==> src/dtnm_pkg.sv <==
// Shared widths, types and constants for the dual tree neighbor map.
package dtnm_pkg;

   localparam int unsigned CNT_W   = 11;
   localparam int unsigned RANK_W  = 10;
   localparam int unsigned HALF_W  = 10;
   localparam int unsigned LAYER_W = 4;

   typedef logic [CNT_W-1:0]   cnt_type;
   typedef logic [RANK_W-1:0]  rank_type;
   typedef logic [HALF_W-1:0]  half_type;
   typedef logic [LAYER_W-1:0] layer_type;

   localparam cnt_type MIN_PROCS   = 11'd2;
   localparam cnt_type MAX_PROCS   = 11'd1024;
   localparam cnt_type RESET_COUNT = 11'd2;
   // Absent neighbor: -1 in 11 bits
   localparam cnt_type NONE_RANK   = 11'h7FF;

endpackage

==> src/dtnm_if.sv <==
// Channel interfaces: rank requests, neighbor map responses, count register writes.
interface dtnm_req_if;
   logic                valid;
   logic                ready;
   dtnm_pkg::rank_type  rank;

   modport source (output valid, output rank, input ready);
   modport sink   (input valid, input rank, output ready);
endinterface

interface dtnm_rsp_if;
   logic                valid;
   logic                ready;
   dtnm_pkg::cnt_type   node_index;
   dtnm_pkg::cnt_type   parent_rank;
   dtnm_pkg::cnt_type   left_rank;
   dtnm_pkg::cnt_type   right_rank;
   dtnm_pkg::layer_type node_layer;
   dtnm_pkg::layer_type tree_height;
   dtnm_pkg::cnt_type   dual_rank;

   modport source (output valid, output node_index, output parent_rank, output left_rank,
                   output right_rank, output node_layer, output tree_height,
                   output dual_rank, input ready);
   modport sink   (input valid, input node_index, input parent_rank, input left_rank,
                   input right_rank, input node_layer, input tree_height,
                   input dual_rank, output ready);
endinterface

interface dtnm_csr_if;
   logic                valid;
   logic                ready;
   dtnm_pkg::cnt_type   data;

   modport source (output valid, output data, input ready);
   modport sink   (input valid, input data, output ready);
endinterface

==> src/dual_tree_neighbor_map.sv <==
// Top level: maps a rank onto its place in one of two in-order binary trees.
// A word accepted on req_bus is held in the input register and then in the result
// register, from which it is offered on rsp_bus.
// Throughput: one word per cycle while rsp_bus is ready; an input register
// and a result register with one pass of mapping logic between them.
// The count register feeds a set of registered derived tree sizes.
// Reset (synchronous, active high) empties both stages and sets the count to 2.
module dual_tree_neighbor_map (
   input  logic         clock,
   input  logic         reset,
   dtnm_req_if.sink     req_bus,
   dtnm_rsp_if.source   rsp_bus,
   dtnm_csr_if.sink     csr_bus
);

   function automatic dtnm_pkg::cnt_type unskip(input dtnm_pkg::cnt_type n,
                                                 input dtnm_pkg::cnt_type ov);
      dtnm_pkg::cnt_type d;
      d = n + dtnm_pkg::CNT_W'(1) - ov;
      if ((n + dtnm_pkg::CNT_W'(1)) > ov) return n - (d >> 1);
      return n;
   endfunction

   function automatic dtnm_pkg::layer_type trailing_ones(input dtnm_pkg::cnt_type v);
      dtnm_pkg::layer_type n;
      logic                done;
      n    = '0;
      done = 1'b0;
      for (int i = 0; i < dtnm_pkg::CNT_W; i++) begin
         if (!done && v[i]) n = n + dtnm_pkg::LAYER_W'(1);
         else done = 1'b1;
      end
      return n;
   endfunction

   // ---------------- count register and derived tree sizes ----------------
   dtnm_pkg::cnt_type   count_ff;
   dtnm_pkg::cnt_type   p_in,     p_ff;
   dtnm_pkg::half_type  hc_in,    hc_ff;
   dtnm_pkg::layer_type th_in,    th_ff;
   dtnm_pkg::cnt_type   full_in,  full_ff;
   dtnm_pkg::cnt_type   ov_l_in,  ov_l_ff;
   dtnm_pkg::cnt_type   ov_r_in,  ov_r_ff;
   dtnm_pkg::cnt_type   dual_l_in, dual_l_ff;
   dtnm_pkg::cnt_type   dual_r_in, dual_r_ff;
   dtnm_pkg::cnt_type   hc_w, hf_w, base_w;

   assign csr_bus.ready = 1'b1;

   always_ff @(posedge clock) begin
      if (reset) begin
         count_ff <= dtnm_pkg::RESET_COUNT;
      end else if (csr_bus.valid) begin
         count_ff <= csr_bus.data;
      end
   end

   always_comb begin
      if (count_ff < dtnm_pkg::MIN_PROCS)      p_in = dtnm_pkg::MIN_PROCS;
      else if (count_ff > dtnm_pkg::MAX_PROCS) p_in = dtnm_pkg::MAX_PROCS;
      else                                     p_in = count_ff;
      hc_w  = (p_in + dtnm_pkg::CNT_W'(1)) >> 1;
      hf_w  = p_in >> 1;
      hc_in = hc_w[dtnm_pkg::HALF_W-1:0];
      th_in = '0;
      for (int i = 0; i < dtnm_pkg::HALF_W; i++) begin
         if (hc_in[i]) th_in = dtnm_pkg::LAYER_W'(i);
      end
      full_in   = (dtnm_pkg::CNT_W'(1) << (th_in + dtnm_pkg::LAYER_W'(1)))
                  - dtnm_pkg::CNT_W'(1);
      base_w    = (dtnm_pkg::CNT_W'(1) << th_in) - dtnm_pkg::CNT_W'(1);
      ov_l_in   = (hc_w - base_w) << 1;
      ov_r_in   = (hf_w - base_w) << 1;
      // Root of the other tree, seen from a root of each tree
      dual_l_in = unskip(base_w, ov_r_in) + hc_w;
      dual_r_in = unskip(base_w, ov_l_in);
   end

   always_ff @(posedge clock) begin
      p_ff      <= p_in;
      hc_ff     <= hc_in;
      th_ff     <= th_in;
      full_ff   <= full_in;
      ov_l_ff   <= ov_l_in;
      ov_r_ff   <= ov_r_in;
      dual_l_ff <= dual_l_in;
      dual_r_ff <= dual_r_in;
   end

   // ---------------- handshake and stage control ----------------
   logic               s1_valid_in, s1_valid_ff;
   dtnm_pkg::rank_type s1_rank_ff;
   logic               rsp_valid_in, rsp_valid_ff;
   logic               req_fire, s1_adv;

   assign s1_adv        = s1_valid_ff && (!rsp_valid_ff || rsp_bus.ready);
   assign req_bus.ready = !s1_valid_ff || s1_adv;
   assign req_fire      = req_bus.valid && req_bus.ready;

   always_comb begin
      s1_valid_in = s1_valid_ff;
      if (req_fire)    s1_valid_in = 1'b1;
      else if (s1_adv) s1_valid_in = 1'b0;
      rsp_valid_in = rsp_valid_ff;
      if (s1_adv)             rsp_valid_in = 1'b1;
      else if (rsp_bus.ready) rsp_valid_in = 1'b0;
   end

   always_ff @(posedge clock) begin
      if (reset) begin
         s1_valid_ff  <= 1'b0;
         rsp_valid_ff <= 1'b0;
      end else begin
         s1_valid_ff  <= s1_valid_in;
         rsp_valid_ff <= rsp_valid_in;
      end
   end

   always_ff @(posedge clock) begin
      if (req_fire) s1_rank_ff <= req_bus.rank;
   end

   // ---------------- mapping ----------------
   logic                in_range, second, par_ok, lft_ok, rgt_ok;
   dtnm_pkg::cnt_type   rank_w, off, ov, r, s, node, h;
   dtnm_pkg::cnt_type   par_raw, lft_raw, rgt_raw, par_v, lft_v, rgt_v;
   dtnm_pkg::layer_type layer;
   dtnm_pkg::cnt_type   node_out, par_out, lft_out, rgt_out, dual_out;
   dtnm_pkg::layer_type layer_out;

   always_comb begin
      rank_w   = {1'b0, s1_rank_ff};
      in_range = rank_w < p_ff;
      second   = rank_w >= {1'b0, hc_ff};
      off      = second ? {1'b0, hc_ff} : '0;
      ov       = second ? ov_r_ff : ov_l_ff;
      r        = rank_w - off;
      // Skip the missing positions of the last layer
      s        = ((r + dtnm_pkg::CNT_W'(1)) > ov) ? (r + dtnm_pkg::CNT_W'(1) - ov) : '0;
      node     = r + s;
      layer    = trailing_ones(node);

      par_ok   = layer < th_ff;
      par_raw  = ((node >> (layer + dtnm_pkg::LAYER_W'(2))) << (layer + dtnm_pkg::LAYER_W'(2)))
                 | ((dtnm_pkg::CNT_W'(1) << (layer + dtnm_pkg::LAYER_W'(1)))
                    - dtnm_pkg::CNT_W'(1));
      h        = dtnm_pkg::CNT_W'(1) << (layer - dtnm_pkg::LAYER_W'(1));
      lft_raw  = node - h;
      rgt_raw  = node + h;
      lft_ok   = (layer != '0) && !(!lft_raw[0] && (lft_raw >= ov));
      rgt_ok   = (layer != '0) && !(!rgt_raw[0] && (rgt_raw >= ov));

      par_v    = unskip(par_raw, ov) + off;
      lft_v    = unskip(lft_raw, ov) + off;
      rgt_v    = unskip(rgt_raw, ov) + off;
      lft_ok   = lft_ok && (lft_v < p_ff);
      rgt_ok   = rgt_ok && (rgt_v < p_ff);

      if (in_range) begin
         node_out  = second ? (node + full_ff) : node;
         layer_out = layer;
         par_out   = par_ok ? par_v : dtnm_pkg::NONE_RANK;
         lft_out   = lft_ok ? lft_v : dtnm_pkg::NONE_RANK;
         rgt_out   = rgt_ok ? rgt_v : dtnm_pkg::NONE_RANK;
         dual_out  = par_ok ? dtnm_pkg::NONE_RANK : (second ? dual_r_ff : dual_l_ff);
      end else begin
         node_out  = '0;
         layer_out = '0;
         par_out   = dtnm_pkg::NONE_RANK;
         lft_out   = dtnm_pkg::NONE_RANK;
         rgt_out   = dtnm_pkg::NONE_RANK;
         dual_out  = dtnm_pkg::NONE_RANK;
      end
   end

   // ---------------- result register ----------------
   dtnm_pkg::cnt_type   node_ff, par_ff, lft_ff, rgt_ff, dual_ff;
   dtnm_pkg::layer_type layer_ff, height_ff;

   always_ff @(posedge clock) begin
      if (s1_adv) begin
         node_ff   <= node_out;
         par_ff    <= par_out;
         lft_ff    <= lft_out;
         rgt_ff    <= rgt_out;
         dual_ff   <= dual_out;
         layer_ff  <= layer_out;
         height_ff <= th_ff;
      end
   end

   assign rsp_bus.valid       = rsp_valid_ff;
   assign rsp_bus.node_index  = node_ff;
   assign rsp_bus.parent_rank = par_ff;
   assign rsp_bus.left_rank   = lft_ff;
   assign rsp_bus.right_rank  = rgt_ff;
   assign rsp_bus.node_layer  = layer_ff;
   assign rsp_bus.tree_height = height_ff;
   assign rsp_bus.dual_rank   = dual_ff;

`ifndef SYNTHESIS
   a_s1_hold: assert property (@(posedge clock) disable iff (reset)
      s1_valid_ff && !s1_adv |=> s1_valid_ff && $stable(s1_rank_ff))
      else $error("input stage lost or changed a stalled word");

   a_s1_fill: assert property (@(posedge clock) disable iff (reset)
      req_fire |=> s1_valid_ff)
      else $error("accepted word missing from input stage");

   a_dual_root: assert property (@(posedge clock) disable iff (reset)
      rsp_valid_ff && (dual_ff != dtnm_pkg::NONE_RANK) |-> par_ff == dtnm_pkg::NONE_RANK)
      else $error("dual rank given for a non-root");

   a_parent_layer: assert property (@(posedge clock) disable iff (reset)
      rsp_valid_ff && (par_ff != dtnm_pkg::NONE_RANK) |-> layer_ff < height_ff)
      else $error("parent given at or above tree height");

   a_child_layer: assert property (@(posedge clock) disable iff (reset)
      rsp_valid_ff && ((lft_ff != dtnm_pkg::NONE_RANK) || (rgt_ff != dtnm_pkg::NONE_RANK))
      |-> layer_ff != '0)
      else $error("child given for a leaf");
`endif

endmodule
==> src/flat_wrapper.sv <==
// flat-port wrapper written by rule: the top's interface ports become plain ports
module dual_tree_neighbor_map_flat 
  (clock, reset, req_bus_valid, req_bus_rank, req_bus_ready, rsp_bus_valid, rsp_bus_node_index, rsp_bus_parent_rank, rsp_bus_left_rank, rsp_bus_right_rank, rsp_bus_node_layer, rsp_bus_tree_height, rsp_bus_dual_rank, rsp_bus_ready, csr_bus_valid, csr_bus_data, csr_bus_ready);
  dtnm_req_if req_bus_i ();
  dtnm_rsp_if rsp_bus_i ();
  dtnm_csr_if csr_bus_i ();
  input  logic clock;
  input  logic reset;
  input wire logic [$bits(req_bus_i.valid)-1:0] req_bus_valid;
  input wire logic [$bits(req_bus_i.rank)-1:0] req_bus_rank;
  output wire logic [$bits(req_bus_i.ready)-1:0] req_bus_ready;
  output wire logic [$bits(rsp_bus_i.valid)-1:0] rsp_bus_valid;
  output wire logic [$bits(rsp_bus_i.node_index)-1:0] rsp_bus_node_index;
  output wire logic [$bits(rsp_bus_i.parent_rank)-1:0] rsp_bus_parent_rank;
  output wire logic [$bits(rsp_bus_i.left_rank)-1:0] rsp_bus_left_rank;
  output wire logic [$bits(rsp_bus_i.right_rank)-1:0] rsp_bus_right_rank;
  output wire logic [$bits(rsp_bus_i.node_layer)-1:0] rsp_bus_node_layer;
  output wire logic [$bits(rsp_bus_i.tree_height)-1:0] rsp_bus_tree_height;
  output wire logic [$bits(rsp_bus_i.dual_rank)-1:0] rsp_bus_dual_rank;
  input wire logic [$bits(rsp_bus_i.ready)-1:0] rsp_bus_ready;
  input wire logic [$bits(csr_bus_i.valid)-1:0] csr_bus_valid;
  input wire logic [$bits(csr_bus_i.data)-1:0] csr_bus_data;
  output wire logic [$bits(csr_bus_i.ready)-1:0] csr_bus_ready;
  assign req_bus_i.valid = req_bus_valid;
  assign req_bus_i.rank = req_bus_rank;
  assign req_bus_ready = req_bus_i.ready;
  assign rsp_bus_valid = rsp_bus_i.valid;
  assign rsp_bus_node_index = rsp_bus_i.node_index;
  assign rsp_bus_parent_rank = rsp_bus_i.parent_rank;
  assign rsp_bus_left_rank = rsp_bus_i.left_rank;
  assign rsp_bus_right_rank = rsp_bus_i.right_rank;
  assign rsp_bus_node_layer = rsp_bus_i.node_layer;
  assign rsp_bus_tree_height = rsp_bus_i.tree_height;
  assign rsp_bus_dual_rank = rsp_bus_i.dual_rank;
  assign rsp_bus_i.ready = rsp_bus_ready;
  assign csr_bus_i.valid = csr_bus_valid;
  assign csr_bus_i.data = csr_bus_data;
  assign csr_bus_ready = csr_bus_i.ready;
  dual_tree_neighbor_map u_core (.clock(clock), .reset(reset), .req_bus(req_bus_i), .rsp_bus(rsp_bus_i), .csr_bus(csr_bus_i));
endmodule
==> config.mk <==
export PLATFORM = sky130hd
export DESIGN_NAME = dual_tree_neighbor_map_flat
export DESIGN_NICKNAME = d
export VERILOG_FILES = /design/src/dtnm_pkg.sv /design/src/dtnm_if.sv /design/src/dual_tree_neighbor_map.sv /design/src/flat_wrapper.sv
export SDC_FILE = /design/constraint.sdc
export NUM_CORES = 1
export LEC_CHECK = 0
export ABC_AREA = 1
export BUFFER_PORTS_ARGS = -buffer_cell sky130_fd_sc_hd__clkbuf_2
export CAP_MARGIN = 20
export CORE_MARGIN = 4
export CORE_UTILIZATION = 50
export CTS_CLUSTER_DIAMETER = 80
export DETAILED_ROUTE_END_ITERATION = 10
export PLACE_DENSITY = 0.67
export RECOVER_POWER = 50
export SYNTH_ARGS = -nofsm -noshare
export SYNTH_HDL_FRONTEND = slang
export SYNTH_SLANG_ARGS = --single-unit
==> constraint.sdc <==
create_clock -name clock -period 30.7 [get_ports clock]
set_input_delay 1.535 -clock clock [delete_from_list [all_inputs] [get_ports clock]]
set_output_delay 1.535 -clock clock [all_outputs]
set_load 0.02 [all_outputs]
**After elaboration in Yosys (flattened, before gate mapping)**

Cells that the tools add are included.

- Flip-flop bits (word level): 164
- Latch bits: 0
- RAM bits: 0
- ROM bits: 0
- Bits of input ports: 26
- Output and inout port bits: 66
- Logic and storage cells: 185
- Memories: 0

- Add/subtract/negate cells: 45
- Multipliers: 0
- Divide/modulo/power cells: 0
- Order comparisons: 15
- Eq/ne operators: 0
- Shift-type cells: 6
- Mux-type cells: 56
- Bitwise operators: 2
- Reductions and logical operators: 42

Operators by type and width:

| kind | count |
|---|---|
| $mux W11 | 16 |
| $sub A11 B11 Y11 | 7 |
| $mux W4 | 18 |
| $add A11 B1 Y11 const B | 6 |
| $add A11 B11 Y11 | 6 |
| $gt A11 B11 Y1 | 6 |
| $sub A11 B10 Y11 | 5 |
| $add A4 B1 Y4 const B | 11 |
| $shl A1 B4 Y11 const A | 4 |
| $ge A11 B11 Y1 | 2 |
| $lt A11 B11 Y1 | 2 |
| $sub A11 B2 Y11 const B | 2 |
| $mux W1 | 21 |
| $sub A10 B10 Y10 | 2 |
| $logic_and A1 B1 Y1 | 18 |
| $logic_not A1 Y1 | 15 |
| $add A11 B10 Y11 | 1 |
| $gt A11 B11 Y1 const B | 1 |
| $lt A10 B11 Y1 | 1 |
| $lt A11 B2 Y1 const B | 1 |
| $or A11 B11 Y11 | 1 |
| $shl A11 B4 Y11 | 1 |
| $shr A11 B4 Y11 | 1 |
| $sub A10 B11 Y11 | 1 |
| 13 further kinds | 17 |

**Logic depth before layout (Yosys ltp)**

- Depth after elaboration: 48
- Mapped depth: 118

**Worst setup path before layout**

OpenSTA, ideal clock, no wires.

- Path kind: flip-flop to flip-flop
- Start point: register u_core.s1_rank_ff[5]
- End point: register u_core.lft_ff[0] (netlist: u_core.rsp_bus.left_rank[0]), data pin
- Arrival time: 16627 ps
- Required time: 30432 ps
- Path slack: 13805 ps
- Stages on the path, launching flop included: 106
- Path through: edfxtp_1 -> ha_1 -> nand2_1 -> nor4_1 -> nand3_1 -> nand3_1 -> clkbuf_1 -> clkbuf_1 -> nand2_1 -> ha_1 -> nand3_1 -> and2_1 -> or2_2 -> nand2_1 -> a21oi_1 -> o21bai_1 -> a21oi_1 -> nor2_1 -> [70 not listed] -> inv_1 -> fa_1 -> o31ai_1 -> xor2_1 -> inv_1 -> ha_1 -> a21oi_1 -> o21ai_0 -> a21oi_1 -> nor2_1 -> o21ai_0 -> nand2_1 -> a21oi_1 -> nor2_1 -> o21ai_0 -> o2111a_1 -> clkbuf_1 -> nand2_1

- Cells in the longest elaborated chain, start to end: 48
- Elaborated cells between the ends (all ways): 80
- Those cells by class: add/sub (20); order compare (6); shift (1); mux (27); reduce/logical (26)

RTL lines:

| item | RTL line | source |
|---|---|---|
| from (decl) | dual_tree_neighbor_map.sv:92 | `dtnm_pkg::rank_type s1_rank_ff;` |
| from (signal assigned) | dual_tree_neighbor_map.sv:120 | `if (req_fire) s1_rank_ff <= req_bus.rank;` |
| branches (longest 44 deep; another with $sub A10 B11 Y11) | -- |  |
| $add A11 B11 Y11 * | dual_tree_neighbor_map.sv:154 | `lft_v = unskip(lft_raw, ov) + off;` |
| via u_core.lft_v[4] | dual_tree_neighbor_map.sv:126 | `dtnm_pkg::cnt_type par_raw, lft_raw, rgt_raw, par_v, lft_v, rgt_v;` |
| $lt A11 B11 Y1 * | dual_tree_neighbor_map.sv:156 | `lft_ok = lft_ok && (lft_v < p_ff);` |
| $logic_and A1 B1 Y1 * | dual_tree_neighbor_map.sv:156 |  |
| $reduce_and A2 Y1 (no source line) * | -- |  |
| to (signal assigned) | dual_tree_neighbor_map.sv:184 | `lft_ff <= lft_out;` |
| to (decl) | dual_tree_neighbor_map.sv:177 | `dtnm_pkg::cnt_type node_ff, par_ff, lft_ff, rgt_ff, dual_ff;` |

Mark *: on every way through the listed nets, which the timed path passes. The select of a mux whose other input is x is not followed.
A chain may end at the register's enable or synchronous reset.

**Worst setup path after layout**

- Start point: register u_core.s1_rank_ff[5]
- End point: register u_core.lft_ff[3] (netlist: u_core.rsp_bus.left_rank[3]), data pin

The elaborated chain is that of the path after synthesis.

==> impl_results.md <==
- Worst min path class: reg2reg
- Crit-path slowest cell: fa_1
- Buffers on Ports: 90
- Area occupied by multi-input gates: 0.01350 sq mm
- DR WL/cell: between 15 and 20 um
- Worst-Margin Slew: 3.347 ns
- Post-synth EDFFs: 73
- Post-CTS setup buffer count: 0
- Vias in the first global route: approximately 17000
- WP data arrival: roughly 19 ns
- Final slew viol count: 60
- DR iter-0 viols: roughly 1100
- Final ANT Viol Nets: 0
- Primary FF master, synth: dfxtp_1
- Hold Crit Start: u_core.th_ff[2]$_DFF_P_
- Root buf cell: clkbuf_16
- DP Wirelength: roughly 44000 um
- Count leader, synth: nand2_1
- CTS tree: built
- Mapped Cells: 2677
- Die area: 0.04195 sq mm
- Clock Skews: around 0.017 ns
- Worst Setup SP: u_core.s1_rank_ff[5]$_DFFE_PP_
- Pin count of the biggest net entering global routing: 60
- Cts bufs inserted: 17
- Maximum clock path buffer count: 2
- Placer Congestion: 0.9306
- Crit path launch type: register
- Cts repair resizes: 0
- Vias/cell: 5.365
- Clock latency on the worst-skew pair: 0.46 ns
- #FFs+latches synth: between 150 and 200
- Bufs and invs on worst path: 10
- Chip Width: 204.8 um
- Synthesis warning total: 0
- I/O pins: 92
- Worst r2r src: u_core.s1_rank_ff[5]$_DFFE_PP_
- Layout cells sized above 1: slightly below 7%
- First-pass GRT wire length: 86460 um
- Post-synthesis cell area: 0.01937 sq mm
- Top cells by area, synth: ha_1 19%, edfxtp_1 11%, nand2_1 10%, dfxtp_1 9.3%, inv_1 8.2%
- Worst endpoint required time: slightly above 30 ns
- Async set-reset flop share out of synthesis: 0%
- Final setup TNS: 0 ns
- Most frequent cells after synthesis: 524 x nand2_1, 423 x inv_1, 296 x ha_1
- Fillcell total: 3698
- # DRC: 0
- Num rows: 71
- Unrepaired setup endpoints after global routing: no
- CP peak stage delay: 0.84 ns
- Sequential Area: ~0.004 sq mm
- Htree depth: 4
- Failing checks: max-capacitance violations, max-slew violations
- Setup violators final: 0
- Mapped Avg Cell Area: 7.236 sq um
- Synth top area share: between 10% and 20%
- Clock transition at path regs: 0.07 ns
- Routed WL: approximately 53000 um
- Initial Util: roughly half
- Post-CTS Hold Fix Bufs: 0
- CP Max Fanout: 46
- Cell mode on critical path: nand2_1
- Peak Freq: roughly 53 MHz
- Slew headroom: -123.1%
- Status: complete, but fails checks
- Ant diodes: 0
- Syn_nets: 3021
- Initial antenna violation count: 0
- Die Y: 204.8 um
- Area grow syn2layout: 7.809%
- First-pass DRT Iterations: 6
- Final Hold Vio Count: 0
- Total track usage: 25.67%
- Nets: 3109
- Top Family by Delay on Critical Path: adder cells
- Clock sinks: 163
- Fin util: 55.05%
- Core Area: between 0.03 and 0.04 sq mm
- Sequential area share after synthesis: 20.62%
- CP Class: reg2reg
- Yosys cell types: 68
- Final worst path period share: 61.57%
- Synth area leader: ha_1
- Reg2reg setup slack: 11.80 ns
- Max Cap Viol: 1
- Worst Setup End Kind: register
- Routed vias: ~18000
- Final Critical Period: 18.90 ns
- GRT overflow: 0
==> stage by stage <==
stage	instances	hold WS [ns]	area [sq um]	setup slack, ns
after floorplan	2677	0.4082	19370	13.81
after global placement	3257	0.4274	20380	12.25
after detailed placement	3257	0.4402	20380	11.91
after CTS	3289	0.4607	20990	11.89
after global routing	3289	0.4690	20880	9.630
final	3289	0.4558	20880	11.80
==> layer usage <==
metal	GRT usage (%)	up-vias	routed length [um]
met2	45.72	374	26100
met4	11.51	0	2361
met1	30.52	8169	22660
met3	3.894	118	2237
met5	0	-	0
li1	-	8983	-
==> placed cells by master (no fill, tap or decap), drive strengths merged, types with 6 or more instances in the layout <==
cell type    n
nor2       193
edfxtp      73
o31ai       10
fa          22
inv        445
nand3b      10
buf         15
xnor2       73
o21ai      155
and2         6
mux2i        8
xor2       141
clkbuf     108
nand4       36
a21oi      217
or2         21
o21bai      25
ha         296
o21a        11
nand2      559
clkinv      10
nand3      177
a211oi       6
dfxtp       90
nor3        26
a21o        13
==> logic make-up (layout without fill, tap and decap cells) <==
logic type,after synthesis,in the layout,share of synthesized area (%)
and+or+nand+nor,1034,1034,24.39
buffers and inverters,477,578,9.657
AOI/OAI and AO/OA,461,461,13.27
adders and majority gates,318,318,21.39
xor gates and xnor gates,214,214,10.22
DFF,163,163,20.62
muxes,8,8,0.4134
other,2,2,0.03877
==> final timing paths <==
check | end | depth (start not counted)
setup / recovery | u_core.rsp_bus.left_rank[3]$_SDFFCE_PN1P_ | 99
hold / removal | u_core.rsp_bus.tree_height[2]$_DFFE_PP_ | 0
setup reg to reg | u_core.rsp_bus.left_rank[3]$_SDFFCE_PN1P_ | 99
hold reg to reg | u_core.rsp_bus.tree_height[2]$_DFFE_PP_ | 0
==> flip-flops by register name, indices dropped and copies added (netlist names) <==
| signal | count |
|---|---|
| u_core.count_ff | 11 |
| u_core.dual_l_ff | 11 |
| u_core.dual_r_ff | 11 |
| u_core.full_ff | 11 |
| u_core.p_ff | 11 |
| u_core.rsp_bus.dual_rank | 11 |
| u_core.rsp_bus.left_rank | 11 |
| u_core.rsp_bus.node_index | 11 |
| u_core.rsp_bus.parent_rank | 11 |
| u_core.rsp_bus.right_rank | 11 |
| u_core.hc_ff | 10 |
| u_core.ov_l_ff | 10 |
| u_core.ov_r_ff | 10 |
| u_core.s1_rank_ff | 10 |
| u_core.rsp_bus.node_layer | 4 |
| u_core.rsp_bus.tree_height | 4 |
| u_core.th_ff | 3 |
| u_core.rsp_bus.valid | 1 |
| u_core.s1_valid_ff | 1 |
==> area by class of cell <==
type / count / area share, %
Clock buffer: 17 / 2.037
Clock inverter: 15 / 0.8868
Inverter: 440 / 7.921
Multi-Input combinational cell: 2037 / 64.64
Sequential cell: 163 / 19.13
Tap cell: 511 / 3.062
Timing Repair Buffer: 106 / 2.325
Power is left out: the tool's default activity adds up to more than one toggle a clock period on the data nets, which glitch-free logic cannot reach.
